[config.mk]
export PLATFORM = sky130hd
export DESIGN_NAME = tsqc_cfg
export DESIGN_NICKNAME = d
export VERILOG_FILES = /design/src/design/tsqc_pkg.sv /design/src/design/tsqc_cfg.sv
export SDC_FILE = /design/constraint.sdc
export NUM_CORES = 1
export LEC_CHECK = 0
export BUFFER_PORTS_ARGS = -buffer_cell sky130_fd_sc_hd__buf_2
export CAP_MARGIN = 20
export CELL_PAD_IN_SITES_DETAIL_PLACEMENT = 1
export CELL_PAD_IN_SITES_GLOBAL_PLACEMENT = 2
export CORE_MARGIN = 2
export CORE_UTILIZATION = 35
export DETAILED_ROUTE_END_ITERATION = 7
export GPL_TIMING_DRIVEN = 0
export MAX_ROUTING_LAYER = met4
export PLACE_DENSITY = 0.85
export REMOVE_ABC_BUFFERS = 1
export SETUP_SLACK_MARGIN = 0.3
export SYNTH_ARGS = -nofsm -noshare
export SYNTH_HDL_FRONTEND = slang
export SYNTH_SLANG_ARGS = --single-unit
export TNS_END_PERCENT = 100
[constraint.sdc]
create_clock -name clk -period 1.6 [get_ports clk]
set_clock_uncertainty 0.05 [all_clocks]
set_input_delay 0.08 -clock clk [delete_from_list [all_inputs] [get_ports clk]]
set_output_delay 0.08 -clock clk [all_outputs]
set_load 0.1 [all_outputs]
[src/design/tsqc_pkg.sv]
// ----------------------------------------------------------------------------
// tsqc_pkg
// Types, constants and helpers shared by the touch qualify/calibrate block.
// ----------------------------------------------------------------------------
`default_nettype none

package tsqc_pkg;

    localparam int ADC_W    = 10;
    localparam int THR_W    = 8;
    localparam int COEF_W   = 32;
    localparam int PIX_W    = 16;
    localparam int ADDR_W   = 5;
    localparam int DATA_W   = 32;
    localparam int PROD_W   = COEF_W + ADC_W + 1;   // 32 x 11 signed product
    localparam int SUM_W    = PROD_W + 2;           // three-term sum
    localparam int QUOT_W   = 18;                   // quotient bits kept before clamping
    localparam int FIN_W    = QUOT_W + 3;           // signed room for height minus q
    localparam int QDEPTH   = 4;
    localparam int QPTR_W   = $clog2(QDEPTH);
    localparam int DISPLAY_HEIGHT_DEF = 320;

    typedef enum logic [1:0] {
        ST_NONE     = 2'd0,
        ST_MISMATCH = 2'd1,
        ST_UNCAL    = 2'd2
    } status_t;

    typedef enum logic [2:0] {
        REG_THRESH   = 3'd0,
        REG_XX       = 3'd1,
        REG_XY       = 3'd2,
        REG_XOFF     = 3'd3,
        REG_YX       = 3'd4,
        REG_YY       = 3'd5,
        REG_YOFF     = 3'd6,
        REG_DIVIDER  = 3'd7
    } reg_idx_t;

    typedef struct packed {
        logic [THR_W-1:0]         thresh;
        logic signed [COEF_W-1:0] xx;
        logic signed [COEF_W-1:0] xy;
        logic signed [COEF_W-1:0] xoff;
        logic signed [COEF_W-1:0] yx;
        logic signed [COEF_W-1:0] yy;
        logic signed [COEF_W-1:0] yoff;
        logic signed [COEF_W-1:0] divider;
    } cfg_t;

    // Classified request as it leaves the front end.
    typedef struct packed {
        logic              calc;
        status_t           status;
        logic [ADC_W-1:0]  p1;
        logic [ADC_W-1:0]  p2;
        logic [ADC_W-1:0]  rx;
        logic [ADC_W-1:0]  ry;
        logic              land;
    } req_t;

    typedef struct packed {
        logic                    touch_valid;
        status_t                 status;
        logic [ADC_W-1:0]        p1;
        logic [ADC_W-1:0]        p2;
        logic [ADC_W-1:0]        rx;
        logic [ADC_W-1:0]        ry;
        logic signed [PIX_W-1:0] dx;
        logic signed [PIX_W-1:0] dy;
    } result_t;

    function automatic logic signed [PIX_W-1:0] sat16(input logic signed [FIN_W-1:0] v);
        logic signed [FIN_W-1:0] hi;
        logic signed [FIN_W-1:0] lo;
        hi = FIN_W'(32767);
        lo = -FIN_W'(32768);
        if (v > hi)
            return PIX_W'(hi);
        else if (v < lo)
            return PIX_W'(lo);
        else
            return v[PIX_W-1:0];
    endfunction

endpackage

`default_nettype wire

[src/design/tsqc_cfg.sv]
// ----------------------------------------------------------------------------
// tsqc_cfg
// APB register file holding the threshold and calibration coefficients.
// ----------------------------------------------------------------------------
`default_nettype none

module tsqc_cfg (
    input  wire logic                          clk,
    input  wire logic                          rst_n,
    input  wire logic                          psel,
    input  wire logic                          penable,
    input  wire logic                          pwrite,
    input  wire logic [tsqc_pkg::ADDR_W-1:0]   paddr,
    input  wire logic [tsqc_pkg::DATA_W-1:0]   pwdata,
    output logic      [tsqc_pkg::DATA_W-1:0]   prdata,
    output logic                               pready,
    output tsqc_pkg::cfg_t                     cfg
);
    import tsqc_pkg::*;

    cfg_t     cfg_reg;
    reg_idx_t idx;
    logic     wr_en;

    assign idx    = reg_idx_t'(paddr[ADDR_W-1:2]);
    assign wr_en  = psel && penable && pwrite;
    assign pready = 1'b1;
    assign cfg    = cfg_reg;

    always_ff @(posedge clk or negedge rst_n)
    begin
        if (!rst_n)
        begin
            cfg_reg <= '0;
        end
        else if (wr_en)
        begin
            case (idx)
                REG_THRESH:  cfg_reg.thresh  <= pwdata[THR_W-1:0];
                REG_XX:      cfg_reg.xx      <= pwdata;
                REG_XY:      cfg_reg.xy      <= pwdata;
                REG_XOFF:    cfg_reg.xoff    <= pwdata;
                REG_YX:      cfg_reg.yx      <= pwdata;
                REG_YY:      cfg_reg.yy      <= pwdata;
                REG_YOFF:    cfg_reg.yoff    <= pwdata;
                REG_DIVIDER: cfg_reg.divider <= pwdata;
                default:     ;
            endcase
        end
    end

    always_comb
    begin
        case (idx)
            REG_THRESH:  prdata = DATA_W'(cfg_reg.thresh);
            REG_XX:      prdata = cfg_reg.xx;
            REG_XY:      prdata = cfg_reg.xy;
            REG_XOFF:    prdata = cfg_reg.xoff;
            REG_YX:      prdata = cfg_reg.yx;
            REG_YY:      prdata = cfg_reg.yy;
            REG_YOFF:    prdata = cfg_reg.yoff;
            REG_DIVIDER: prdata = cfg_reg.divider;
            default:     prdata = '0;
        endcase
    end

endmodule

`default_nettype wire

==> flow_summary.ini <==
[cells_and_area]
nNetsFinal = 1223
instances_no_fill = 1589
n_antenna_cell = 0
fin_area_um2 = 19000
largest_reg_flops = 232
fin_util_pct = 64.6
drive_gt1_share_pct = 70.4
area_growth_pct = 82.8

[sta]
rsz0062_at_grt = yes
post-route-min-period_ns = 2.11
whs_ns = -0.460
setup_viol = 32
slew_headroom_pct = 33.5
fin_crit_sh_pct = 132
slew_viol_final = 0
fmax_ghz = 0.474
hold_viol_final = 116
setup_ws_ns = -0.511
tightest_slew_ns = 0.997

[floorplan]
initial_utilization_pct = 35.3
die_x_um = 176
dieHeight_um = 176
ioPinCount = 307
dieArea_um2 = 31100
core_area_um2 = 29400
rows = 63

[clocking]
clk_latency_ns = 0.53
cts_tree = built
cts_hold_buf = 32
clock-sinks = 232
clockRootBuffer = clkbuf_16
cts_buffer_depth = 3
clkTransAtPathRegs_ns = 0.07
cts_made_buffers = 27
htreeDepth = 1

[yosys]
yosysWarningCount = 0
yosysMostFrequentCell = mux2_2
ys_seq_area_share_pct = 55.9
synth_top_area_cell = dfrtp_1
synth_area_leaders = dfrtp_1, mux2_2, mux4_2
synth_top_area_share_pct = 55.9
postSynthAreaPerCell_um2 = 14.5
synth_edf_count = 0
synth_common_cells = mux2_2, dfrtp_1, a22oi_1, buf_2, mux2i_1
ys_ff_latch = 232
synthFlopType = dfrtp_1
synthCells = 715
synth_cell_types = 27
synthArstFlopShare_pct = 100
syn-cell-area_um2 = 10400

[detailed_routing]
routed-via-count = 8905
antenna_left = 0
drt_iter0_drc = 481
routed_via_density = 5.60
wl_per_cell_um = 32.4
route.detailed.drc = 0
routed_wl_mm = 51.4
dr.pass1.iters = 5

[power_and_ir_drop]
vdd_drop_max_mv = 1.28
p_per_area_nw_per_um2 = 1830
leakage_nw = 8.57

[placement]
io_buffers = 303
hpwl_mm = 22.5
placedCellCount = 1368
placed_area_um2 = 12500
place_ws_ns = -1.41
place_congestion = 0.781

[flow_run]
cap_viol_max_count = 0

[run_status]
violations = hold timing, setup timing
status = finished with violations

[critical_path]
regToRegStartpoint = cfg[17]
crit_path_start_kind = flip-flop
crit_path_max_fanout = 3
timing.rr.end = cfg[17]
cp.required_ns = 1.47
rrSetupSlack_ns = 0.39
cp-end-kind = primary output
critical_path_class = flip-flop to primary output
arrival_ns = 1.98
worst-r2r-cell-count = 4

[global_route]
grt_pass1_vias = 9643
antenna_found_initial = 0
grt_max_degree = 118
grt.overflow.total = 0
grt_usage_pct = 28.7
grt_pass1_wl_mm = 64.0

[hold_path]
min_path_type = input pin to asynchronous set/reset pin
-- cells by family (layout without fill, tap and decap cells) --
group | after synthesis | count (layout) | share of synthesized area, %
AO/OA/AOI/OAI | 89 | 89 | 6.31
other | 1 | 1 | 0.0361
AND/OR/NAND/NOR | 38 | 40 | 1.82
flip-flops | 232 | 232 | 55.9
buffers and inverters | 60 | 542 | 2.65
multiplexers | 295 | 295 | 33.3
-- worst max path at each step --
stage          depth (start not counted)  slack (ns)      from          to
2_1_floorplan                          3       -1.98  cfg[141]  prdata[13]
4_1_cts                                4       -0.33   cfg[13]  prdata[13]
3_5_place_dp                           5       -1.41  paddr[4]     cfg[31]
3_3_place_gp                           4       -4.42  paddr[2]     cfg[77]
5_1_grt                                4       -0.51  cfg[209]  prdata[17]
6_report                               4       -0.51  cfg[209]  prdata[17]
-- per-stage QoR --
step | total power, W | setup TNS [ns] | hold slack, ns
after floorplan | 0.0192 | -170.49 | -0.266
after global placement | 0.0215 | -1835.03 | 0.356
after detailed placement | 0.0217 | -264.45 | 0.165
after CTS | 0.0313 | -8.78 | -0.402
after global routing | 0.0355 | -11.83 | -0.407
final | 0.0348 | -10.26 | -0.460
-- layout by cell type, fill, tap and decap left out, types with 9 or more instances in the layout --
cell,netlist,final
mux4_2,15,15
a22oi_1,41,40
buf_4,3,61
mux2_2,255,248
buf_2,31,58
buf_6,0,83
mux2i_1,24,20
buf_16,0,9
buf_8,0,19
dlygate4sd3_1,0,32
dfrtp_2,0,26
buf_12,0,220
o21ai_2,0,10
clkbuf_16,0,27
dfrtp_1,232,206
-- power breakdown --
group | internal, W | leakage (nW) | switching, W
logic | 0.00669 | 5.16 | 0.0127
registers | 0.00704 | 2.93 | 0.00146
clock network | 0.00420 | 0.476 | 0.00272
total | 0.0179 | 8.57 | 0.0168
-- layer usage --
layer	global-route usage [%]	vias to the layer above	routed length, um
met5	-	-	0
met4	12.4	0	3250
met3	6.37	193	3290
met2	49.7	453	27200
met1	31.7	4657	17700
li1	-	3602	-
-- layout make-up --
cell class                      count  area, um^2
Fill cell                        2576       10400
Timing Repair Buffer              486        7070
Sequential cell                   232        5840
Multi-Input combinational cell    425        4600
Clock buffer                       36         779
Tap cell                          390         488
Clock inverter                     11         183
Inverter                            9        33.8
-- worst max-delay path, cell delays in order (launching register included) --
cell	delay, ns
dfrtp_1	0.44
mux2_2	0.33
a22oi_1	0.33
o21ai_2	0.14
buf_8	0.20
-- repair_timing --
item / 4_1_cts / 5_1_grt
setup buffers: 100 / 33
hold endpoints to repair: 348 / 116
setup endpoints to repair: 496 / 439
pin swaps: 27 / 8
gates resized for setup: 532 / 660
gates cloned: 9 / 0
Power figures use the tool's default switching activity.
