--- config.mk ---
export PLATFORM = sky130hd
export DESIGN_NAME = tsqc_queue
export DESIGN_NICKNAME = d
export VERILOG_FILES = /design/src/design/tsqc_pkg.sv /design/src/design/tsqc_queue.sv
export SDC_FILE = /design/constraint.sdc
export NUM_CORES = 1
export LEC_CHECK = 0
export ABC_AREA = 1
export CAP_MARGIN = 20
export CORE_UTILIZATION = 63
export DETAILED_ROUTE_END_ITERATION = 10
export DONT_BUFFER_PORTS = 1
export GPL_ROUTABILITY_DRIVEN = 0
export GPL_TIMING_DRIVEN = 0
export HOLD_SLACK_MARGIN = 0.12
export PLACE_DENSITY = 0.91
export SLEW_MARGIN = 0
export SYNTH_ARGS = -nofsm -noshare
export SYNTH_HDL_FRONTEND = slang
export SYNTH_SLANG_ARGS = --single-unit
--- constraint.sdc ---
create_clock -name clk -period 3.92 [get_ports clk]
set_input_delay 0.392 -clock clk [delete_from_list [all_inputs] [get_ports clk]]
set_output_delay 0.392 -clock clk [all_outputs]
set_load 0.01 [all_outputs]
--- src/design/tsqc_pkg.sv ---
// ----------------------------------------------------------------------------
// tsqc_pkg
// Types, constants and helpers shared by the touch qualify/calibrate block.
// ----------------------------------------------------------------------------
`default_nettype none

package tsqc_pkg;

    localparam int ADC_W    = 10;
    localparam int THR_W    = 8;
    localparam int COEF_W   = 32;
    localparam int PIX_W    = 16;
    localparam int ADDR_W   = 5;
    localparam int DATA_W   = 32;
    localparam int PROD_W   = COEF_W + ADC_W + 1;   // 32 x 11 signed product
    localparam int SUM_W    = PROD_W + 2;           // three-term sum
    localparam int QUOT_W   = 18;                   // quotient bits kept before clamping
    localparam int FIN_W    = QUOT_W + 3;           // signed room for height minus q
    localparam int QDEPTH   = 4;
    localparam int QPTR_W   = $clog2(QDEPTH);
    localparam int DISPLAY_HEIGHT_DEF = 320;

    typedef enum logic [1:0] {
        ST_NONE     = 2'd0,
        ST_MISMATCH = 2'd1,
        ST_UNCAL    = 2'd2
    } status_t;

    typedef enum logic [2:0] {
        REG_THRESH   = 3'd0,
        REG_XX       = 3'd1,
        REG_XY       = 3'd2,
        REG_XOFF     = 3'd3,
        REG_YX       = 3'd4,
        REG_YY       = 3'd5,
        REG_YOFF     = 3'd6,
        REG_DIVIDER  = 3'd7
    } reg_idx_t;

    typedef struct packed {
        logic [THR_W-1:0]         thresh;
        logic signed [COEF_W-1:0] xx;
        logic signed [COEF_W-1:0] xy;
        logic signed [COEF_W-1:0] xoff;
        logic signed [COEF_W-1:0] yx;
        logic signed [COEF_W-1:0] yy;
        logic signed [COEF_W-1:0] yoff;
        logic signed [COEF_W-1:0] divider;
    } cfg_t;

    // Classified request as it leaves the front end.
    typedef struct packed {
        logic              calc;
        status_t           status;
        logic [ADC_W-1:0]  p1;
        logic [ADC_W-1:0]  p2;
        logic [ADC_W-1:0]  rx;
        logic [ADC_W-1:0]  ry;
        logic              land;
    } req_t;

    typedef struct packed {
        logic                    touch_valid;
        status_t                 status;
        logic [ADC_W-1:0]        p1;
        logic [ADC_W-1:0]        p2;
        logic [ADC_W-1:0]        rx;
        logic [ADC_W-1:0]        ry;
        logic signed [PIX_W-1:0] dx;
        logic signed [PIX_W-1:0] dy;
    } result_t;

    function automatic logic signed [PIX_W-1:0] sat16(input logic signed [FIN_W-1:0] v);
        logic signed [FIN_W-1:0] hi;
        logic signed [FIN_W-1:0] lo;
        hi = FIN_W'(32767);
        lo = -FIN_W'(32768);
        if (v > hi)
            return PIX_W'(hi);
        else if (v < lo)
            return PIX_W'(lo);
        else
            return v[PIX_W-1:0];
    endfunction

endpackage

`default_nettype wire

--- src/design/tsqc_queue.sv ---
// ----------------------------------------------------------------------------
// tsqc_queue
// Short FIFO of classified requests between the front and back ends.
// ----------------------------------------------------------------------------
`default_nettype none

module tsqc_queue (
    input  wire logic           clk,
    input  wire logic           rst_n,
    input  wire logic           push_valid,
    output logic                push_ready,
    input  wire tsqc_pkg::req_t push_req,
    output logic                pop_valid,
    input  wire logic           pop_ready,
    output tsqc_pkg::req_t      pop_req
);
    import tsqc_pkg::*;

    req_t                mem_reg [QDEPTH];
    logic [QPTR_W-1:0]   wptr_reg;
    logic [QPTR_W-1:0]   rptr_reg;
    logic [QPTR_W:0]     count_reg;
    logic [QPTR_W:0]     count_next;
    logic                push;
    logic                pop;

    assign push_ready = (count_reg != (QPTR_W+1)'(QDEPTH));
    assign pop_valid  = (count_reg != '0);
    assign pop_req    = mem_reg[rptr_reg];
    assign push       = push_valid && push_ready;
    assign pop        = pop_valid && pop_ready;

    always_comb
    begin
        count_next = count_reg;
        if (push && !pop)
            count_next = count_reg + 1'b1;
        else if (pop && !push)
            count_next = count_reg - 1'b1;
    end

    always_ff @(posedge clk or negedge rst_n)
    begin
        if (!rst_n)
        begin
            wptr_reg  <= '0;
            rptr_reg  <= '0;
            count_reg <= '0;
        end
        else
        begin
            if (push)
                wptr_reg <= wptr_reg + 1'b1;
            if (pop)
                rptr_reg <= rptr_reg + 1'b1;
            count_reg <= count_next;
        end
    end

    always_ff @(posedge clk)
    begin
        if (push)
            mem_reg[wptr_reg] <= push_req;
    end

    a_count_bound: assert property (@(posedge clk) disable iff (!rst_n)
        count_reg <= (QPTR_W+1)'(QDEPTH))
        else $error("queue count above depth");

    a_no_phantom_pop: assert property (@(posedge clk) disable iff (!rst_n)
        (count_reg == '0 && !push_valid) |=> (count_reg == '0))
        else $error("queue filled without a push");

endmodule

`default_nettype wire

==> out/metrics.cfg, run 1 <==
[run]
max-cap-violations=0

[clock_tree]
clk_pin_slew_ns=0.06
worstSkewPairLatency_ns=0.43
hold_buffers=47
cts_resized=0
cts.sink_count=183
clock_path_buffers=2
post_cts_buffers=0
numCtsBuffers=17
cts-root-buf=clkbuf_16
cts.htree.levels=4
tritoncts=done

[status]
status=finished, violations left
violations=DRC

[power]
clkPwrFrac_pct=26.3
power_frac_seq_pct=39.8
p_int_mw=4.38
p_total_mw=6.78
p_sw_mw=2.40
powerDensity_nw_per_um2=758
vdd_drop_max_mv=0.715
combPwrFrac_pct=33.9
p_sw_share_pct=35.4
leakagePower_nw=3.55

[worst_setup_path]
crit_slowest_cell=nor2_4
crit_fanout=23
cp.arrival_ns=2.45
cpPeakStageDelay_ns=0.71
endpoint_kind=flop
crit_chain=clkinv_1, nand3_1, nand2_1, nor2_4, buf_12
startpoint_type=flop
critPathKind=flop to flop
cp.required_ns=4.05

[cells_and_area]
syn_to_final_growth_pct=18.1
fin_area_um2=8940
drive_gt1_share_pct=13.0
largest_register_ffs=176
antennaDiodeCount=0
nets=696

[yosys]
syn_avg_cell_area_um2=13.2
async_flop_share_pct=3.83
ys_top_cells_by_count=176 x edfxtp_1, 150 x nand2_1, 99 x inv_1, 62 x o211ai_1, 26 x o211ai_2
yosysWarnings=0
yosys.cell_types.count=20
syn_inst=572
yosysSeqAreaShare_pct=72.1
synth_nets=626
synth_top_area_cell=edfxtp_1
synth_top_area_share_pct=69.8
syn_area_um2=7570
synth_top_flop_cell=edfxtp_1
synth_seq_cells=183
synth_edf_count=176
synth.area.top_cells=edfxtp_1 70%, nand2_1 7.4%, o211ai_1 6.1%
yosysMostFrequentCell=edfxtp_1

[global_route]
track_usage_pct=27.4
grt_pass1_wl_um=24900
grt_pass1_vias=4834
grt_antenna_before_repair=0
grt_max_degree=25
overflow=0

[floorplan]
die_x_um=112
io_pins=94
fp.dieArea_um2=12500
start_util_pct=65.5
fp-row-count=39
coreArea_um2=11600
dieHeight_um=112

[place]
dp_hpwl_um=9230
place_area_um2=7860
io_buffers=0

[detailed_routing]
vias=4564
first_pass_iters=10
routedWlPerCell_um=19.8
drc_errors=7
antenna_left=0
drt_iter0_markers=369
wirelength_um=15800
via_per_inst=5.73

[sta]
slew_headroom_pct=47.1
worst_pin_slew_ns=0.791
min_period_over_period_pct=59.3
finalMaxSlewViolations=0
holdWs_ns=0.138
fmax_ghz=0.430
rsz0062_at_grt=no
skew_ns=0.00723
final-hold-violation-count=0
finalSetupViolCount=0
fin_crit_ns=2.33

[min_path]
min_path_type=input pin to flop

cells by family after synthesis:
family          count (synthesis)  share of synthesized area [%]
compound gates                 89                           10.5
xor+xnor                        1                          0.116
fa+ha+maj                       6                           1.09
buf+inv                       131                           8.00
flops                         183                           72.1
simple gates                  162                           8.18
worst max-delay path: cells and delay by family, from the launching register on:
family	cells	cell delay, ns
buffers and inverters	2	0.39
flip-flops	1	0.38
AND/OR/NAND/NOR	3	1.24
power by group through the flow:
stage,Sequential [mW],Combinational (mW),Clock (mW)
2_1_floorplan,2.72,1.60,0
3_3_place_gp,2.75,2.06,0
3_5_place_dp,2.73,2.23,0
4_1_cts,2.69,2.31,1.78
5_1_grt,2.73,2.51,1.87
6_report,2.70,2.30,1.78
placed cells by master, fill, tap and decap left out:
cell type	instances
clkinv_1	4
buf_6	13
fa_1	1
buf_2	7
buf_1	2
o21ai_0	1
nand3_1	7
nand2_1	150
inv_1	99
edfxtp_1	176
clkbuf_1	5
buf_12	4
xnor2_1	1
ha_1	5
o211ai_2	26
dlygate4sd3_1	47
clkinvlp_4	1
clkinv_2	3
clkbuf_16	17
nand4_1	1
o211ai_1	62
bufinv_16	5
nor2_4	4
buf_4	2
dfrtp_1	7
inv_2	3
layout make-up:
cell class	count	area [um2]
Buffer	28	219
Inverter	103	387
Sequential cell	183	5460
Clock inverter	12	184
Fill cell	653	2620
Multi-Input combinational cell	258	1540
Timing Repair Buffer	51	551
Clock buffer	18	429
Tap cell	143	179
stage by stage:
step / cells / setup TNS (ns) / worst slack [ns] / utilization, %
finish: 796 / 0 / 1.59 / 77.3
global route: 796 / 0 / 1.42 / 77.3
CTS: 796 / 0 / 1.57 / 77.3
detailed placement: 719 / 0 / 1.60 / 68.0
global placement: 715 / -100.21 / -0.614 / 67.0
floorplan: 572 / 0 / 0.808 / -
routing by layer:
metal	global-route usage (%)	part of all wire [%]
met2	47.8	52
met3	7.73	6.9
met5	0	0
met1	31.0	38
met4	13.5	2.6
final timing paths:
kind                         startpoint              to  slack (ns)  cells after the start
max                        count_reg[1]  mem_reg[2][15]        1.59                      5
min                          push_valid     wptr_reg[1]        0.14                      2
max reg2reg                count_reg[1]  mem_reg[2][15]        1.59                      5
min reg2reg                count_reg[2]    count_reg[2]        0.51                      2
max in group asynchronous         rst_n     rptr_reg[0]        3.37                      1
min in group asynchronous         rst_n    count_reg[1]        0.30                      1
(Power assumes the default switching activity.)
==> inputs of run 2 (changes only) <==
==> constraint.sdc (replaced) <==
create_clock -name clk -period 2.3 [get_ports clk]
set_input_delay 0.23 -clock clk [delete_from_list [all_inputs] [get_ports clk]]
set_output_delay 0.23 -clock clk [all_outputs]
set_load 0.01 [all_outputs]
==> run 2 against run 1 <==
  * The run still ends with DRC left
  * Worst hold slack gained 0.35 ns
  * Critical path depth is 4 higher
  * Non-clock buffer count up 5
  * Flip-flop and latch count unchanged
  * Sequential share of layout area decreased by 0.93 points
  * Critical path type unchanged
  * Utilization grew 1.2 points
==> out/metrics.cfg, run 2 (synthesis results as in run 1) <==
[power]
vdd_drop_max_mv=0.979  ; +37%
p_sw_mw=4.32  ; +80%
powerDensity_nw_per_um2=1310  ; +73%
combPwrFrac_pct=34.5  ; +0.6 points
p_sw_share_pct=36.3  ; +0.95 points
power_frac_seq_pct=38.7  ; -1.1 points
leakagePower_nw=3.61  ; +1.6%
p_int_mw=7.58  ; +73%
clkPwrFrac_pct=26.8  ; +0.5 points

[worst_setup_path]
crit_chain=inv_2, nand3_1, nand2_4, inv_1, ha_1, inv_1, fa_1, nand2_1, o21ai_0
crit_buf_inv=3  ; +1
crit_slowest_cell=dfrtp_1
worst_r2r_endpoint=count_reg[1]
crit_family=adder cells
rr_worst_depth=9  ; +4
critical_path_cell_count=9  ; +4
endpoint_kind=flop
cp.required_ns=2.62  ; -1.43 ns
crit_fanout=8  ; -65%
cp.arrival_ns=2.56  ; +0.11 ns
cpPeakStageDelay_ns=0.45  ; -0.26 ns
path_common_cell=inv_1
critPathKind=flop to flop
startpoint_type=flop
r2r_setup_slack_ns=0.06  ; -1.54 ns
r2r-start=count_reg[0]

[global_route]
grt_pass1_vias=5054  ; +4.6%
grt_util_met3_pct=7.24  ; -0.49 points
track_usage_pct=29.5  ; +2.1 points
met2_usage_pct=50.9  ; +3.1 points
grtUsageMet1_pct=34.6  ; +3.6 points
grt_max_degree=28  ; +12%
gr-max-usage-layer=met2
overflow=0  ; unchanged
grt_pass1_wl_um=26800  ; +7.8%
grt_antenna_before_repair=1  ; +1

[detailed_routing]
via_per_inst=5.84  ; +1.9%
first_pass_iters=8  ; -2
routedWlPerCell_um=21.3  ; +7.5%
drt_iter0_markers=404  ; +9.5%
drc_errors=3  ; -4
wirelength_um=17100  ; +8.7%
antenna_left=0  ; unchanged
vias=4704  ; +3.1%

[clock_tree]
cts.htree.levels=4  ; unchanged
tritoncts=done
numCtsBuffers=17  ; unchanged
clk_pin_slew_ns=0.07  ; about the same
clock_path_buffers=2  ; unchanged
worstSkewPairLatency_ns=0.44  ; about the same
cts.sink_count=183  ; unchanged
cts-root-buf=clkbuf_16

[status]
violations=DRC
status=finished, violations left

[sta]
min_period_over_period_pct=97.4  ; +38 points
final-hold-violation-count=0  ; unchanged
finalSetupViolCount=0  ; unchanged
fmax_ghz=0.446  ; +3.8%
rsz0062_at_grt=no
finalMaxSlewViolations=0  ; unchanged
skew_ns=0.00829  ; +0.00106 ns
fin_ws_ns=0.0593  ; -1.54 ns
fin_crit_ns=2.24  ; -0.0846 ns
slew_headroom_pct=30.2  ; -17 points
worst_pin_slew_ns=1.05  ; +0.254 ns

[place]
dp_slack_ns=-0.175  ; -1.77 ns
dp_hpwl_um=9880  ; +7.0%
io_buffers=0  ; unchanged
place_area_um2=7900  ; +0.45%
dp.cells=720  ; +0.14%

[floorplan]
fp-row-count=39  ; unchanged
start_util_pct=65.5  ; unchanged
coreArea_um2=11600  ; unchanged
die_x_um=112  ; unchanged
dieHeight_um=112  ; unchanged
fp.dieArea_um2=12500  ; unchanged
io_pins=94  ; unchanged

[min_path]
hold_depth=1  ; -1
min-delay-start=push_req[7]
hold-path-endpoint=mem_reg[0][7]
min_path_type=input pin to flop

[run]
max-cap-violations=0  ; unchanged

[cells_and_area]
mostFrequentLayoutCell=edfxtp_1
nets=702  ; +0.86%
syn_to_final_growth_pct=19.9
fin_cells=805  ; +1.1%
largest_register_ffs=176  ; unchanged
drive_gt1_share_pct=14.5  ; +1.5 points
fin_area_um2=9080  ; +1.5%
final_cell_mix=176 x edfxtp_1, 149 x nand2_1, 99 x inv_1

==> run 2: what timing repair did <==
item	4_1_cts	5_1_grt
hold buffers	48	1
pin swaps	1	1
gates cloned	1	0
gates resized for setup	1	1
endpoints found under the hold margin	187	2
endpoints found under the setup margin	67	66
buffers inserted	2	0
==> run 2: cell type report <==
class | count | area [um2]
multi-input cells | 259 | 1550
plain buffers | 28 | 219
well taps | 143 | 179
diodes | 1 | 2.50
fillers | 601 | 2480
inverters | 103 | 387
clock buffers | 17 | 425
flip-flops and latches | 183 | 5460
clock inverters | 15 | 226
repair buffers | 56 | 633
==> run 2: per-layer routing <==
layer / vias to the layer above / share of wire [%]
met5: - / 0
met4: 0 / 3.3
met3: 42 / 7.6
met2: 228 / 53
met1: 2298 / 36
li1: 2136 / -
==> run 2: how the worst max path moves through the flow <==
stage | start | to
2_1_floorplan | count_reg[0] | mem_reg[0][0]
4_1_cts | count_reg[1] | mem_reg[1][1]
3_5_place_dp | count_reg[1] | mem_reg[0][12]
3_3_place_gp | count_reg[0] | mem_reg[2][12]
5_1_grt | count_reg[0] | count_reg[1]
6_report | count_reg[0] | count_reg[1]
==> run 2: power groups by stage <==
stage	combinational (mW)	sequential [mW]	clock (mW)
floorplan	2.73	4.62	0
global placement	3.54	4.66	0
detailed placement	3.85	4.66	0
CTS	4.05	4.60	3.19
global route	4.41	4.64	3.32
finish	4.10	4.60	3.19
==> run 2: worst reg2reg max path: stages, from the launching register on <==
cell,delay [ns]
dfrtp_1,0.45
inv_2,0.10
nand3_1,0.25
nand2_4,0.28
inv_1,0.10
ha_1,0.23
inv_1,0.10
fa_1,0.43
nand2_1,0.09
o21ai_0,0.09
==> run 2: per-stage QoR <==
step / TNS (ns) / util (%) / total power [mW] / hold WS (ns)
finish: 0 / 78.5 / 11.9 / 0.492
global route: 0 / 78.5 / 12.4 / 0.511
CTS: 0 / 78.4 / 11.8 / 0.159
detailed placement: -4.33 / 68.3 / 8.51 / -0.0654
global placement: -178.16 / 67.1 / 8.20 / -0.0654
floorplan: -22.33 / - / 7.36 / -0.0656
