===== config.mk =====
export PLATFORM = sky130hd
export DESIGN_NAME = tsqc_front_flat
export DESIGN_NICKNAME = d
export VERILOG_FILES = /design/src/design/tsqc_pkg.sv /design/src/design/tsqc_in_if.sv /design/src/design/tsqc_front.sv /design/src/flat_wrapper.sv
export SDC_FILE = /design/constraint.sdc
export NUM_CORES = 1
export LEC_CHECK = 0
export BUFFER_PORTS_ARGS = -buffer_cell sky130_fd_sc_hd__buf_2
export CAP_MARGIN = 20
export CORE_AREA = 2 2 131 133
export DETAILED_ROUTE_END_ITERATION = 6
export DIE_AREA = 0 0 133 135
export SLEW_MARGIN = 15
export SYNTH_ARGS = -nofsm -noshare
export SYNTH_HDL_FRONTEND = slang
export SYNTH_SLANG_ARGS = --single-unit

===== constraint.sdc =====
create_clock -name clk -period 4.5 [get_ports clk]
set_input_delay 0.225 -clock clk [delete_from_list [all_inputs] [get_ports clk]]
set_output_delay 0.225 -clock clk [all_outputs]
set_load 0.1 [all_outputs]

===== src/design/tsqc_pkg.sv =====
// ----------------------------------------------------------------------------
// tsqc_pkg
// Types, constants and helpers shared by the touch qualify/calibrate block.
// ----------------------------------------------------------------------------
`default_nettype none

package tsqc_pkg;

    localparam int ADC_W    = 10;
    localparam int THR_W    = 8;
    localparam int COEF_W   = 32;
    localparam int PIX_W    = 16;
    localparam int ADDR_W   = 5;
    localparam int DATA_W   = 32;
    localparam int PROD_W   = COEF_W + ADC_W + 1;   // 32 x 11 signed product
    localparam int SUM_W    = PROD_W + 2;           // three-term sum
    localparam int QUOT_W   = 18;                   // quotient bits kept before clamping
    localparam int FIN_W    = QUOT_W + 3;           // signed room for height minus q
    localparam int QDEPTH   = 4;
    localparam int QPTR_W   = $clog2(QDEPTH);
    localparam int DISPLAY_HEIGHT_DEF = 320;

    typedef enum logic [1:0] {
        ST_NONE     = 2'd0,
        ST_MISMATCH = 2'd1,
        ST_UNCAL    = 2'd2
    } status_t;

    typedef enum logic [2:0] {
        REG_THRESH   = 3'd0,
        REG_XX       = 3'd1,
        REG_XY       = 3'd2,
        REG_XOFF     = 3'd3,
        REG_YX       = 3'd4,
        REG_YY       = 3'd5,
        REG_YOFF     = 3'd6,
        REG_DIVIDER  = 3'd7
    } reg_idx_t;

    typedef struct packed {
        logic [THR_W-1:0]         thresh;
        logic signed [COEF_W-1:0] xx;
        logic signed [COEF_W-1:0] xy;
        logic signed [COEF_W-1:0] xoff;
        logic signed [COEF_W-1:0] yx;
        logic signed [COEF_W-1:0] yy;
        logic signed [COEF_W-1:0] yoff;
        logic signed [COEF_W-1:0] divider;
    } cfg_t;

    // Classified request as it leaves the front end.
    typedef struct packed {
        logic              calc;
        status_t           status;
        logic [ADC_W-1:0]  p1;
        logic [ADC_W-1:0]  p2;
        logic [ADC_W-1:0]  rx;
        logic [ADC_W-1:0]  ry;
        logic              land;
    } req_t;

    typedef struct packed {
        logic                    touch_valid;
        status_t                 status;
        logic [ADC_W-1:0]        p1;
        logic [ADC_W-1:0]        p2;
        logic [ADC_W-1:0]        rx;
        logic [ADC_W-1:0]        ry;
        logic signed [PIX_W-1:0] dx;
        logic signed [PIX_W-1:0] dy;
    } result_t;

    function automatic logic signed [PIX_W-1:0] sat16(input logic signed [FIN_W-1:0] v);
        logic signed [FIN_W-1:0] hi;
        logic signed [FIN_W-1:0] lo;
        hi = FIN_W'(32767);
        lo = -FIN_W'(32768);
        if (v > hi)
            return PIX_W'(hi);
        else if (v < lo)
            return PIX_W'(lo);
        else
            return v[PIX_W-1:0];
    endfunction

endpackage

`default_nettype wire


===== src/design/tsqc_in_if.sv =====
// ----------------------------------------------------------------------------
// tsqc_in_if
// Sample-set channel: valid/ready handshake with the raw readings.
// ----------------------------------------------------------------------------
`default_nettype none

interface tsqc_in_if;
    logic                         valid;
    logic                         ready;
    logic [tsqc_pkg::ADC_W-1:0]   pressure_first;
    logic [tsqc_pkg::ADC_W-1:0]   pressure_second;
    logic [tsqc_pkg::ADC_W-1:0]   x_sample_a;
    logic [tsqc_pkg::ADC_W-1:0]   x_sample_b;
    logic [tsqc_pkg::ADC_W-1:0]   y_sample_a;
    logic [tsqc_pkg::ADC_W-1:0]   y_sample_b;
    logic                         landscape;

    modport source (output valid, pressure_first, pressure_second, x_sample_a,
                    x_sample_b, y_sample_a, y_sample_b, landscape, input ready);
    modport sink   (input valid, pressure_first, pressure_second, x_sample_a,
                    x_sample_b, y_sample_a, y_sample_b, landscape, output ready);
endinterface

`default_nettype wire


===== src/design/tsqc_front.sv =====
// ----------------------------------------------------------------------------
// tsqc_front
// Takes sample sets and classifies them: no touch, mismatch, uncalibrated
// or to be calibrated.
// ----------------------------------------------------------------------------
`default_nettype none

module tsqc_front (
    input  wire logic           clk,
    input  wire logic           rst_n,
    input  wire tsqc_pkg::cfg_t cfg,
    tsqc_in_if.sink             sample,
    output logic                push_valid,
    input  wire logic           push_ready,
    output tsqc_pkg::req_t      push_req
);
    import tsqc_pkg::*;

    logic valid_reg;
    logic valid_next;
    req_t req_reg;
    req_t req_next;
    logic take;

    assign sample.ready = !valid_reg || push_ready;
    assign take         = sample.valid && sample.ready;
    assign push_valid   = valid_reg;
    assign push_req     = req_reg;

    always_comb
    begin
        req_next.p1     = sample.pressure_first;
        req_next.p2     = sample.pressure_second;
        req_next.land   = sample.landscape;
        req_next.rx     = sample.x_sample_a;
        req_next.ry     = sample.y_sample_a;
        req_next.calc   = 1'b0;
        req_next.status = ST_NONE;
        if (sample.pressure_first < ADC_W'(cfg.thresh))
        begin
            req_next.rx = '0;
            req_next.ry = '0;
        end
        else if (sample.x_sample_a != sample.x_sample_b ||
                 sample.y_sample_a != sample.y_sample_b)
        begin
            req_next.status = ST_MISMATCH;
        end
        else if (cfg.divider == '0)
        begin
            req_next.status = ST_UNCAL;
        end
        else
        begin
            req_next.calc = 1'b1;
        end
    end

    assign valid_next = take ? 1'b1 : (push_ready ? 1'b0 : valid_reg);

    always_ff @(posedge clk or negedge rst_n)
    begin
        if (!rst_n)
            valid_reg <= 1'b0;
        else
            valid_reg <= valid_next;
    end

    always_ff @(posedge clk)
    begin
        if (take)
            req_reg <= req_next;
    end

endmodule

`default_nettype wire


===== src/flat_wrapper.sv =====
// flat-port wrapper written by rule: the top's interface ports become plain ports
module tsqc_front_flat import tsqc_pkg::*;
  (clk, rst_n, cfg, push_valid, push_ready, push_req, sample_valid, sample_pressure_first, sample_pressure_second, sample_x_sample_a, sample_x_sample_b, sample_y_sample_a, sample_y_sample_b, sample_landscape, sample_ready);
  tsqc_in_if sample_i ();
  input  wire logic clk;
  input  wire logic rst_n;
  input  wire tsqc_pkg::cfg_t cfg;
  output logic push_valid;
  input  wire logic push_ready;
  output tsqc_pkg::req_t push_req;
  input wire logic [$bits(sample_i.valid)-1:0] sample_valid;
  input wire logic [$bits(sample_i.pressure_first)-1:0] sample_pressure_first;
  input wire logic [$bits(sample_i.pressure_second)-1:0] sample_pressure_second;
  input wire logic [$bits(sample_i.x_sample_a)-1:0] sample_x_sample_a;
  input wire logic [$bits(sample_i.x_sample_b)-1:0] sample_x_sample_b;
  input wire logic [$bits(sample_i.y_sample_a)-1:0] sample_y_sample_a;
  input wire logic [$bits(sample_i.y_sample_b)-1:0] sample_y_sample_b;
  input wire logic [$bits(sample_i.landscape)-1:0] sample_landscape;
  output wire logic [$bits(sample_i.ready)-1:0] sample_ready;
  assign sample_i.valid = sample_valid;
  assign sample_i.pressure_first = sample_pressure_first;
  assign sample_i.pressure_second = sample_pressure_second;
  assign sample_i.x_sample_a = sample_x_sample_a;
  assign sample_i.x_sample_b = sample_x_sample_b;
  assign sample_i.y_sample_a = sample_y_sample_a;
  assign sample_i.y_sample_b = sample_y_sample_b;
  assign sample_i.landscape = sample_landscape;
  assign sample_ready = sample_i.ready;
  tsqc_front u_core (.clk(clk), .rst_n(rst_n), .cfg(cfg), .sample(sample_i), .push_valid(push_valid), .push_ready(push_ready), .push_req(push_req));
endmodule

==> results of run 1 <==
## layer usage
layer	vias to the layer above	track usage	share of wire
li1	812	-	-
met1	770	0.107	0.48
met2	127	0.115	0.39
met3	6	0.0420	0.12
met4	0	0.0251	0.012
met5	-	0	0
## path summary, 6_finish.rpt
check                                      endpoint  slack, ns  depth (start not counted)
worst max-delay path            u_core.push_req[42]       2.57                          5
worst min-delay path            u_core.push_req[28]       0.11                          1
worst max register to register  u_core.push_req[14]       3.08                          3
worst min register to register    u_core.push_valid       0.52                          2
max in group asynchronous         u_core.push_valid       4.17                          2
min in group asynchronous         u_core.push_valid       0.25                          2
## metrics by stage
step           hold slack [ns]  total power [W]  cells  worst slack [ns]
2_1_floorplan          -0.0706         0.000733    134              1.25
3_3_place_gp         -0.000605         0.000826    502              2.26
3_5_place_dp          0.000704         0.000832    502              2.24
4_1_cts                 0.0932          0.00126    511              2.56
5_1_grt                 0.0892          0.00130    512              2.48
6_report                 0.105          0.00124    512              2.57
## kinds of logic after synthesis
group,after synthesis,synth area share
and+or+nand+nor,47,0.147
DFF,45,0.666
xor gates and xnor gates,20,0.0866
buffers and inverters,9,0.0241
adders and majority gates,7,0.0433
AOI/OAI and AO/OA,6,0.0328
## registers in the layout, indices dropped and copies added (netlist names)
register / count
u_core.push_valid: 1
u_core.push_req: 44
## layout make-up
class | instances | area [µm²]
clock buffer | 5 | 125
clock inverter | 3 | 41.3
fill | 1806 | 13200
inverter | 7 | 26.3
multi-input combinational | 80 | 628
sequential | 45 | 1350
tap | 220 | 275
timing repair buffer | 152 | 781
## report_power, final
part,total [W],switching [W],internal (W)
Clock,0.000419,0.000159,0.000260
Sequential,0.000495,0.00000532,0.000490
Combinational,0.000328,0.000253,0.0000751
## layout by cell type (no fill, tap or decap), drive strengths merged
master,instances
and3b,1
inv,7
a21oi,3
dlygate4sd3,1
nor3b,1
dfrtp,1
nand2b,3
o221ai,1
a2111o,1
ha,7
buf,151
clkinv,1
nand4,5
nor2,2
nand2,1
nand3,1
clkbuf,5
xnor2,8
a31oi,1
nor2b,20
nor4,11
and2,1
edfxtp,44
nor3,1
clkinvlp,1
xor2,12
bufinv,1
## timing repair
| action | 4_1_cts | 5_1_grt |
|---|---|---|
| endpoints found under the hold margin | 1 | 0 |
| setup endpoints to repair | 0 | 0 |
| hold buffers | 1 | 0 |
| gates resized for setup | 0 | 0 |
==> flow_metrics.env, run 1 <==
export IMPL_status="finished clean"
export IMPL_reg2reg_from="u_core.push_valid"
export IMPL_hp_start="sample_pressure_second[7]"
export IMPL_grt_pass1_vias=1828
export IMPL_slowest_stage="a31oi_4"
export IMPL_cts_tree="yes"
export IMPL_dr_pass1_iters=4
export IMPL_dr_first_iter_drc_count=42
export IMPL_die_area_mm2=0.0180
export IMPL_antenna_found_initial=0
export IMPL_finalHoldViolCount=0
export IMPL_synth_edff_count=44
export IMPL_synthFlopType="edfxtp_1"
export IMPL_fmax_ghz=0.519
export IMPL_synth_most_common_cell="edfxtp_1"
export IMPL_yosys_warnings=0
export IMPL_synth_area_leaders="edfxtp_1 65%, nor2b_1 6.2%, xor2_1 5.2%"
export IMPL_synth_top_cell_by_area="edfxtp_1"
export IMPL_ys_types=23
export IMPL_num_antenna_cells=0
export IMPL_crit_chain="buf_2 -> ha_1 -> a2111o_1 -> a31oi_4 -> and3b_1"
export IMPL_syn_nets=438
export IMPL_fin_skew_ns=0.0110
export IMPL_cts_clk_slew_worst_paths_ns=0.07
export IMPL_vias=1715
export IMPL_grt_max_degree=45
export IMPL_track_usage=0.0811
export IMPL_crit_required_ns=4.55
export IMPL_routed_wl_mm=7.10
export IMPL_netlist_top_cells_count="44 x edfxtp_1, 20 x nor2b_1, 12 x xor2_1"
export IMPL_io_pins=343
export IMPL_initial_utilization=0.123
export IMPL_cp_start_kind="primary input"
export IMPL_wl_per_cell_um=13.9
export IMPL_crit_family="compound AO/OA/AOI/OAI gates"
export IMPL_drive_above_1_share=0.562
export IMPL_die_x_um=133
export IMPL_syn_inst=134
export IMPL_netlist_area_mm2=0.00202
export IMPL_criticalPathCategory="in2reg"
export IMPL_p_leak_nw=1.37
export IMPL_fp_dieH_um=135
export IMPL_cts_buffers=5
export IMPL_viasPerCell=3.35
export IMPL_path_max_fanout=23
export IMPL_ant_nets=0
export IMPL_finalSetupTns_ns=0
export IMPL_syn_avg_cell_area_um2=15.1
export IMPL_area_growth_pct=59.4
export IMPL_clock_path_buffers=2
export IMPL_rsz0062_at_grt="no"
export IMPL_finalCritPeriodShare=0.428
export IMPL_worst_pin_slew_ns=0.758
export IMPL_drc=0
export IMPL_h_tree_depth=2
export IMPL_path_buf_inv=1
export IMPL_finalCriticalPeriod_ns=1.93
export IMPL_arrival_ns=1.98
export IMPL_cp_end_kind="flop"
export IMPL_final_cell_area_mm2=0.00322
export IMPL_final_nets=595
export IMPL_min_path_type="in2reg"
export IMPL_ys_seq_area_frac=0.666
export IMPL_placed_cell_area_mm2=0.00303
export IMPL_root_buffer="clkbuf_16"
export IMPL_drv_slew=0
export IMPL_cts_setup_buffers=0
export IMPL_gp_congestion=0.778
export IMPL_async_flop_share=0.0222
export IMPL_core_mm2=0.0164
export IMPL_grt_overflow_total=0
export IMPL_maxCapViolCount=0
export IMPL_cts_sinks=45
export IMPL_synth_ff_latch_count=45
export IMPL_dp_hpwl_mm=6.03
export IMPL_cp_slowest_stage_delay_ns=0.62
export IMPL_clk_latency_ns=0.29
export IMPL_final_util=0.196
export IMPL_setup_viol=0
export IMPL_port_buffers=150
export IMPL_peakVddDrop_uv=140
export IMPL_grt_pass1_wl_mm=10.2
export IMPL_cp_startpoint="sample_pressure_first[7]"
export IMPL_power_density_mw_per_mm2=385
export IMPL_slew_headroom=0.495
export IMPL_rows=47
export IMPL_synth_top_area_frac=0.653
No activity file was read; power rests on OpenSTA's default activity.
==> run 2: changes to the inputs <==
--- a/config.mk
+++ b/config.mk
@@ -7,9 +7,9 @@
 export LEC_CHECK = 0
 export BUFFER_PORTS_ARGS = -buffer_cell sky130_fd_sc_hd__buf_2
 export CAP_MARGIN = 20
-export CORE_AREA = 2 2 131 133
+export CORE_AREA = 2 2 132 134
 export DETAILED_ROUTE_END_ITERATION = 6
-export DIE_AREA = 0 0 133 135
+export DIE_AREA = 0 0 134 136
 export SLEW_MARGIN = 15
 export SYNTH_ARGS = -nofsm -noshare
 export SYNTH_HDL_FRONTEND = slang
==> constraint.sdc (replaced) <==
create_clock -name clk -period 1.94 [get_ports clk]
set_input_delay 0.097 -clock clk [delete_from_list [all_inputs] [get_ports clk]]
set_output_delay 0.097 -clock clk [all_outputs]
set_load 0.1 [all_outputs]
==> run 2 against run 1 <==
Effect of this change:
- critical path depth rose by 3
- register-to-register slack got worse by 2.5 ns
- worst hold slack got worse by 0.093 ns
- cell area rose by 7.3%
- largest power group unchanged
- largest cell class unchanged
==> flow_metrics.env, run 2 (same netlist as run 1, synthesis figures left out) <==
export IMPL_criticalPathCategory="in2reg"
export IMPL_finalSetupTns_ns=0
export IMPL_power_density_mw_per_mm2=807
export IMPL_h_tree_depth=2
export IMPL_fp_dieH_um=136
export IMPL_cp_startpoint="sample_pressure_first[4]"
export IMPL_grt_max_degree=34
export IMPL_largest_reg_flops=44
export IMPL_multi_input_area_um2=637
export IMPL_status="finished clean"
export IMPL_viasPerCell=3.32
export IMPL_path_max_fanout=10
export IMPL_die_area_mm2=0.0182
export IMPL_cts_clk_slew_worst_paths_ns=0.07
export IMPL_root_buffer="clkbuf_16"
export IMPL_seq_area_mm2=0.00135
export IMPL_ant_nets=0
export IMPL_r2r_cells=3
export IMPL_routed_wl_mm=6.54
export IMPL_cp_end_kind="flop"
export IMPL_port_buffers=150
export IMPL_finalHoldViolCount=0
export IMPL_wl_met1_mm=2.91
export IMPL_r2r_slack_ns=0.60
export IMPL_cts_sinks=45
export IMPL_cp_start_kind="primary input"
export IMPL_cts_setup_buffers=0
export IMPL_wl_met2_mm=2.83
export IMPL_core_mm2=0.0169
export IMPL_grt_overflow_total=0
export IMPL_fin_total_pwr_w=0.00279
export IMPL_fmax_ghz=0.551
export IMPL_most_common_layout_cells="150 x buf_2, 44 x edfxtp_1, 22 x dlygate4sd3_1"
export IMPL_r2r_end="u_core.push_req[13]"
export IMPL_dr_pass1_iters=2
export IMPL_area_growth_pct=71.1
export IMPL_drive_above_1_share=0.538
export IMPL_vias=1794
export IMPL_track_usage=0.0741
export IMPL_cts_tree="yes"
export IMPL_slew_headroom=0.633
export IMPL_wl_met3_um=687
export IMPL_gp_congestion=0.749
export IMPL_clk_latency_ns=0.29
export IMPL_layout_commonest_cell="buf_2"
export IMPL_cts_buffers=5
export IMPL_final_nets=619
export IMPL_antenna_found_initial=2
export IMPL_setup_viol=0
export IMPL_finalCriticalPeriod_ns=1.82
export IMPL_maxCapViolCount=0
export IMPL_top_layer="met4"
export IMPL_initial_utilization=0.120
export IMPL_min_path_type="in2reg"
export IMPL_grt_pass1_vias=1905
export IMPL_reg2reg_from="u_core.push_valid"
export IMPL_drv_slew=0
export IMPL_critical_path_endpoint="u_core.push_req[9]"
export IMPL_min_path_cells=2
export IMPL_grt_pass1_wl_mm=9.63
export IMPL_fin_skew_ns=0.00352
export IMPL_peakVddDrop_uv=334
export IMPL_die_x_um=134
export IMPL_crit_required_ns=1.99
export IMPL_rsz0062_at_grt="no"
export IMPL_rows=48
export IMPL_io_pins=343
export IMPL_fillerInstances=1834
export IMPL_num_antenna_cells=0
export IMPL_dp_hpwl_mm=5.28
export IMPL_worst_pin_slew_ns=0.555
export IMPL_whs_ns=0.0125
export IMPL_finalCritPeriodShare=0.936
export IMPL_arrival_ns=1.86
export IMPL_wl_per_cell_um=12.1
export IMPL_clock_path_buffers=2
export IMPL_dr_first_iter_drc_count=32
export IMPL_drc=0
export IMPL_p_leak_nw=1.48
run 2: what timing repair did:
action | CTS | global route
gates resized for setup | 0 | 1
endpoints found under the hold margin | 22 | 0
endpoints found under the setup margin | 0 | 1
hold buffers | 22 | 0
run 2: worst min path at each step:
stage	from	to	slack, ns
global placement	rst_n	u_core.push_valid	-0.13
finish	sample_valid	u_core.push_valid	0.01
CTS	sample_valid	u_core.push_valid	0.002
detailed placement	rst_n	u_core.push_valid	-0.12
global route	sample_valid	u_core.push_valid	0.02
floorplan	rst_n	u_core.push_valid	-0.20
run 2: per-stage QoR:
stage               instance area (µm²)  utilization  std cells  setup WS [ns]
floorplan                          2030            -        134          0.136
detailed placement                 3090        0.183        511          0.108
finish                             3460        0.205        541          0.125
global placement                   3090        0.183        511          0.139
global route                       3460        0.205        541        0.00595
CTS                                3460        0.205        541         0.0599
run 2: worst max-delay path: stages:
cell and delay, ns:
dlygate4sd3_1 0.53, buf_2 0.13, ha_1 0.30, nand4_1 0.11, o221ai_2 0.13, a31oi_4 0.28
buf_4 0.22, nor2b_1 0.07
run 2: cell type report:
class,count,share of cell area
Clock inverter,3,0.00723
Clock buffer,5,0.0362
Multi-Input combinational cell,80,0.184
Tap cell,225,0.0814
Sequential cell,45,0.390
Timing Repair Buffer,176,0.294
Inverter,7,0.00759
run 2: routing by layer:
layer | vias up | global-route usage
met1 | 795 | 0.0912
met2 | 135 | 0.116
li1 | 856 | -
met3 | 8 | 0.0283
met5 | - | 0
met4 | 0 | 0.0319
run 2: where the power goes:
part	switching [W]	total (W)	internal, W
Sequential	0.0000133	0.00115	0.00114
Combinational	0.000570	0.000779	0.000209
Clock	0.000379	0.000863	0.000484
==> run 3: changes to the inputs <==
--- a/config.mk
+++ b/config.mk
@@ -10,6 +10,8 @@
 export CORE_AREA = 2 2 132 134
 export DETAILED_ROUTE_END_ITERATION = 6
 export DIE_AREA = 0 0 134 136
+export PLACE_DENSITY = 0.44
+export SETUP_SLACK_MARGIN = 0.15
 export SLEW_MARGIN = 15
 export SYNTH_ARGS = -nofsm -noshare
 export SYNTH_HDL_FRONTEND = slang
==> run 3 against run 2 <==
Effect of this change:
- die area stayed put
- combinational power up 0.8%
- clock power grew 18%
- fmax rose by 9.1%
- first-iteration DRC count up 31%
- clock skew increased by 0.0042 ns
- critical path depth stayed put
- via count down 1.8%
- total power is 5.8% higher
==> flow_metrics.env, run 3 (same netlist as run 1, synthesis figures left out) <==
export IMPL_power_internal_w=0.00196
export IMPL_layout_commonest_cell="buf_2"
export IMPL_status="finished clean"
export IMPL_min_path_type="in2reg"
export IMPL_grt_pass1_vias=1872
export IMPL_pwr_share_clk=0.345
export IMPL_antenna_found_initial=2
export IMPL_wl_per_cell_um=13.2
export IMPL_drv_slew=0
export IMPL_setup_viol=0
export IMPL_rows=48
export IMPL_grt_overflow_total=0
export IMPL_vias=1761
export IMPL_gp_congestion=0.708
export IMPL_finalCriticalPeriod_ns=1.66
export IMPL_die_x_um=134
export IMPL_final_nets=619
export IMPL_dp_cells=512
export IMPL_switchingPower_w=0.000990
export IMPL_dr_pass1_iters=4
export IMPL_dp_hpwl_mm=6.02
export IMPL_min_path_cells=1
export IMPL_pwr_share_seq=0.390
export IMPL_slew_headroom=0.631
export IMPL_largest_reg_flops=44
export IMPL_criticalPathCategory="in2reg"
export IMPL_area_growth_pct=72.2
export IMPL_die_area_mm2=0.0182
export IMPL_finalSetupTns_ns=0
export IMPL_cp_slowest_stage_delay_ns=0.53
export IMPL_port_buffers=150
export IMPL_p_leak_nw=1.49
export IMPL_h_tree_depth=2
export IMPL_cts_clk_slew_worst_paths_ns=0.07
export IMPL_root_buffer="clkbuf_16"
export IMPL_final_util=0.206
export IMPL_power_density_mw_per_mm2=849
export IMPL_arrival_ns=1.70
export IMPL_slowest_stage="dlygate4sd3_1"
export IMPL_path_max_fanout=15
export IMPL_drc=0
export IMPL_finalNonFillerCells=542
export IMPL_rsz0062_at_grt="no"
export IMPL_worst_pin_slew_ns=0.557
export IMPL_clock_path_buffers=2
export IMPL_grt_pass1_wl_mm=10.1
export IMPL_cts_buffers=5
export IMPL_cp_start_kind="primary input"
export IMPL_fin_skew_ns=0.00775
export IMPL_fin_total_pwr_w=0.00295
export IMPL_routed_wl_mm=7.14
export IMPL_swShare=0.335
export IMPL_viasPerCell=3.25
export IMPL_final_cell_area_mm2=0.00348
export IMPL_crit_required_ns=1.98
export IMPL_placed_cell_area_mm2=0.00310
export IMPL_grt_max_degree=26
export IMPL_crit_chain="dlygate4sd3_1 -> buf_2 -> nand2b_1 -> a21oi_2 -> o221ai_2 -> a31oi_4 -> buf_12 -> nor2b_1"
export IMPL_r2r_cells=3
export IMPL_peakVddDrop_uv=419
export IMPL_fmax_ghz=0.601
export IMPL_io_pins=343
export IMPL_finalCritPeriodShare=0.858
export IMPL_cts_tree="yes"
export IMPL_most_common_layout_cells="150 x buf_2, 44 x edfxtp_1, 21 x dlygate4sd3_1"
export IMPL_cp_end_kind="flop"
export IMPL_initial_utilization=0.120
export IMPL_combPwrFrac=0.266
export IMPL_maxCapViolCount=0
export IMPL_fp_dieH_um=136
export IMPL_dr_first_iter_drc_count=42
export IMPL_clk_latency_ns=0.30
export IMPL_ant_nets=0
export IMPL_core_mm2=0.0169
export IMPL_cts_sinks=45
export IMPL_drive_above_1_share=0.541
export IMPL_track_usage=0.0777
export IMPL_finalHoldViolCount=0
==> run 3: cell types whose count changed in the layout (fill, tap and decap cells not counted) <==
| cell | before | now |
|---|---|---|
| buf_4 | 2 | 4 |
| buf_6 | 1 | 0 |
| bufinv_16 | 0 | 1 |
| clkinv_4 | 1 | 0 |
| clkinvlp_4 | 1 | 0 |
| dfrtp_2 | 1 | 0 |
| dfrtp_4 | 0 | 1 |
| diode_2 | 0 | 1 |
| dlygate4sd3_1 | 22 | 21 |
| inv_6 | 1 | 2 |
==> run 3: what timing repair did <==
action                                  4_1_cts  5_1_grt
buffers inserted                              0        0
resized for setup                             0        0
endpoints found under the setup margin        0        3
endpoints found under the hold margin        21        0
hold buffers                                 21        0
==> run 3: layer usage <==
| metal | vias to the layer above | GRT usage | share of wire |
|---|---|---|---|
| met3 | 10 | 0.0354 | 0.11 |
| met4 | 2 | 0.0319 | 0.017 |
| met2 | 116 | 0.106 | 0.38 |
| met5 | - | 0 | 0.0018 |
| met1 | 774 | 0.105 | 0.49 |
| li1 | 859 | - | - |
==> run 3: cell type report <==
class / count / area, µm²
sequential: 45 / 1350
multi-input combinational: 80 / 637
tap: 225 / 282
antenna: 1 / 2.50
timing repair buffer: 176 / 1010
inverter: 7 / 26.3
fill: 1834 / 13400
clock inverter: 3 / 47.5
clock buffer: 5 / 125
==> run 3: critical path, delay by kind of cell <==
kind	cells	cell delay (ns)
compound gates	3	0.55
buf+inv	3	0.83
simple gates	2	0.22
==> run 3: through the flow <==
stage,hold WS [ns],worst slack [ns]
final,0.0140,0.276
after floorplan,-0.199,0.155
after global routing,0.00866,0.167
after global placement,-0.127,0.186
after detailed placement,-0.126,0.141
after CTS,0.00405,0.174
==> run 3: path summary, 6_finish.rpt <==
path | end | slack [ns] | start
max | u_core.push_req[19] | 0.28 | sample_pressure_first[0]
min | u_core.push_req[34] | 0.01 | sample_pressure_first[3]
max reg2reg | u_core.push_req[3] | 0.57 | u_core.push_valid
min reg2reg | u_core.push_valid | 0.58 | u_core.push_valid
max in group asynchronous | u_core.push_valid | 1.71 | rst_n
min in group asynchronous | u_core.push_valid | 0.13 | rst_n
==> run 3: power by group through the flow <==
stage	Sequential, W	Clock (W)	Combinational (W)
after global routing	0.00116	0.00109	0.000828
after detailed placement	0.00117	0	0.000762
after global placement	0.00117	0	0.000755
after CTS	0.00115	0.00106	0.000797
final	0.00115	0.00102	0.000785
after floorplan	0.00157	0	0.000134
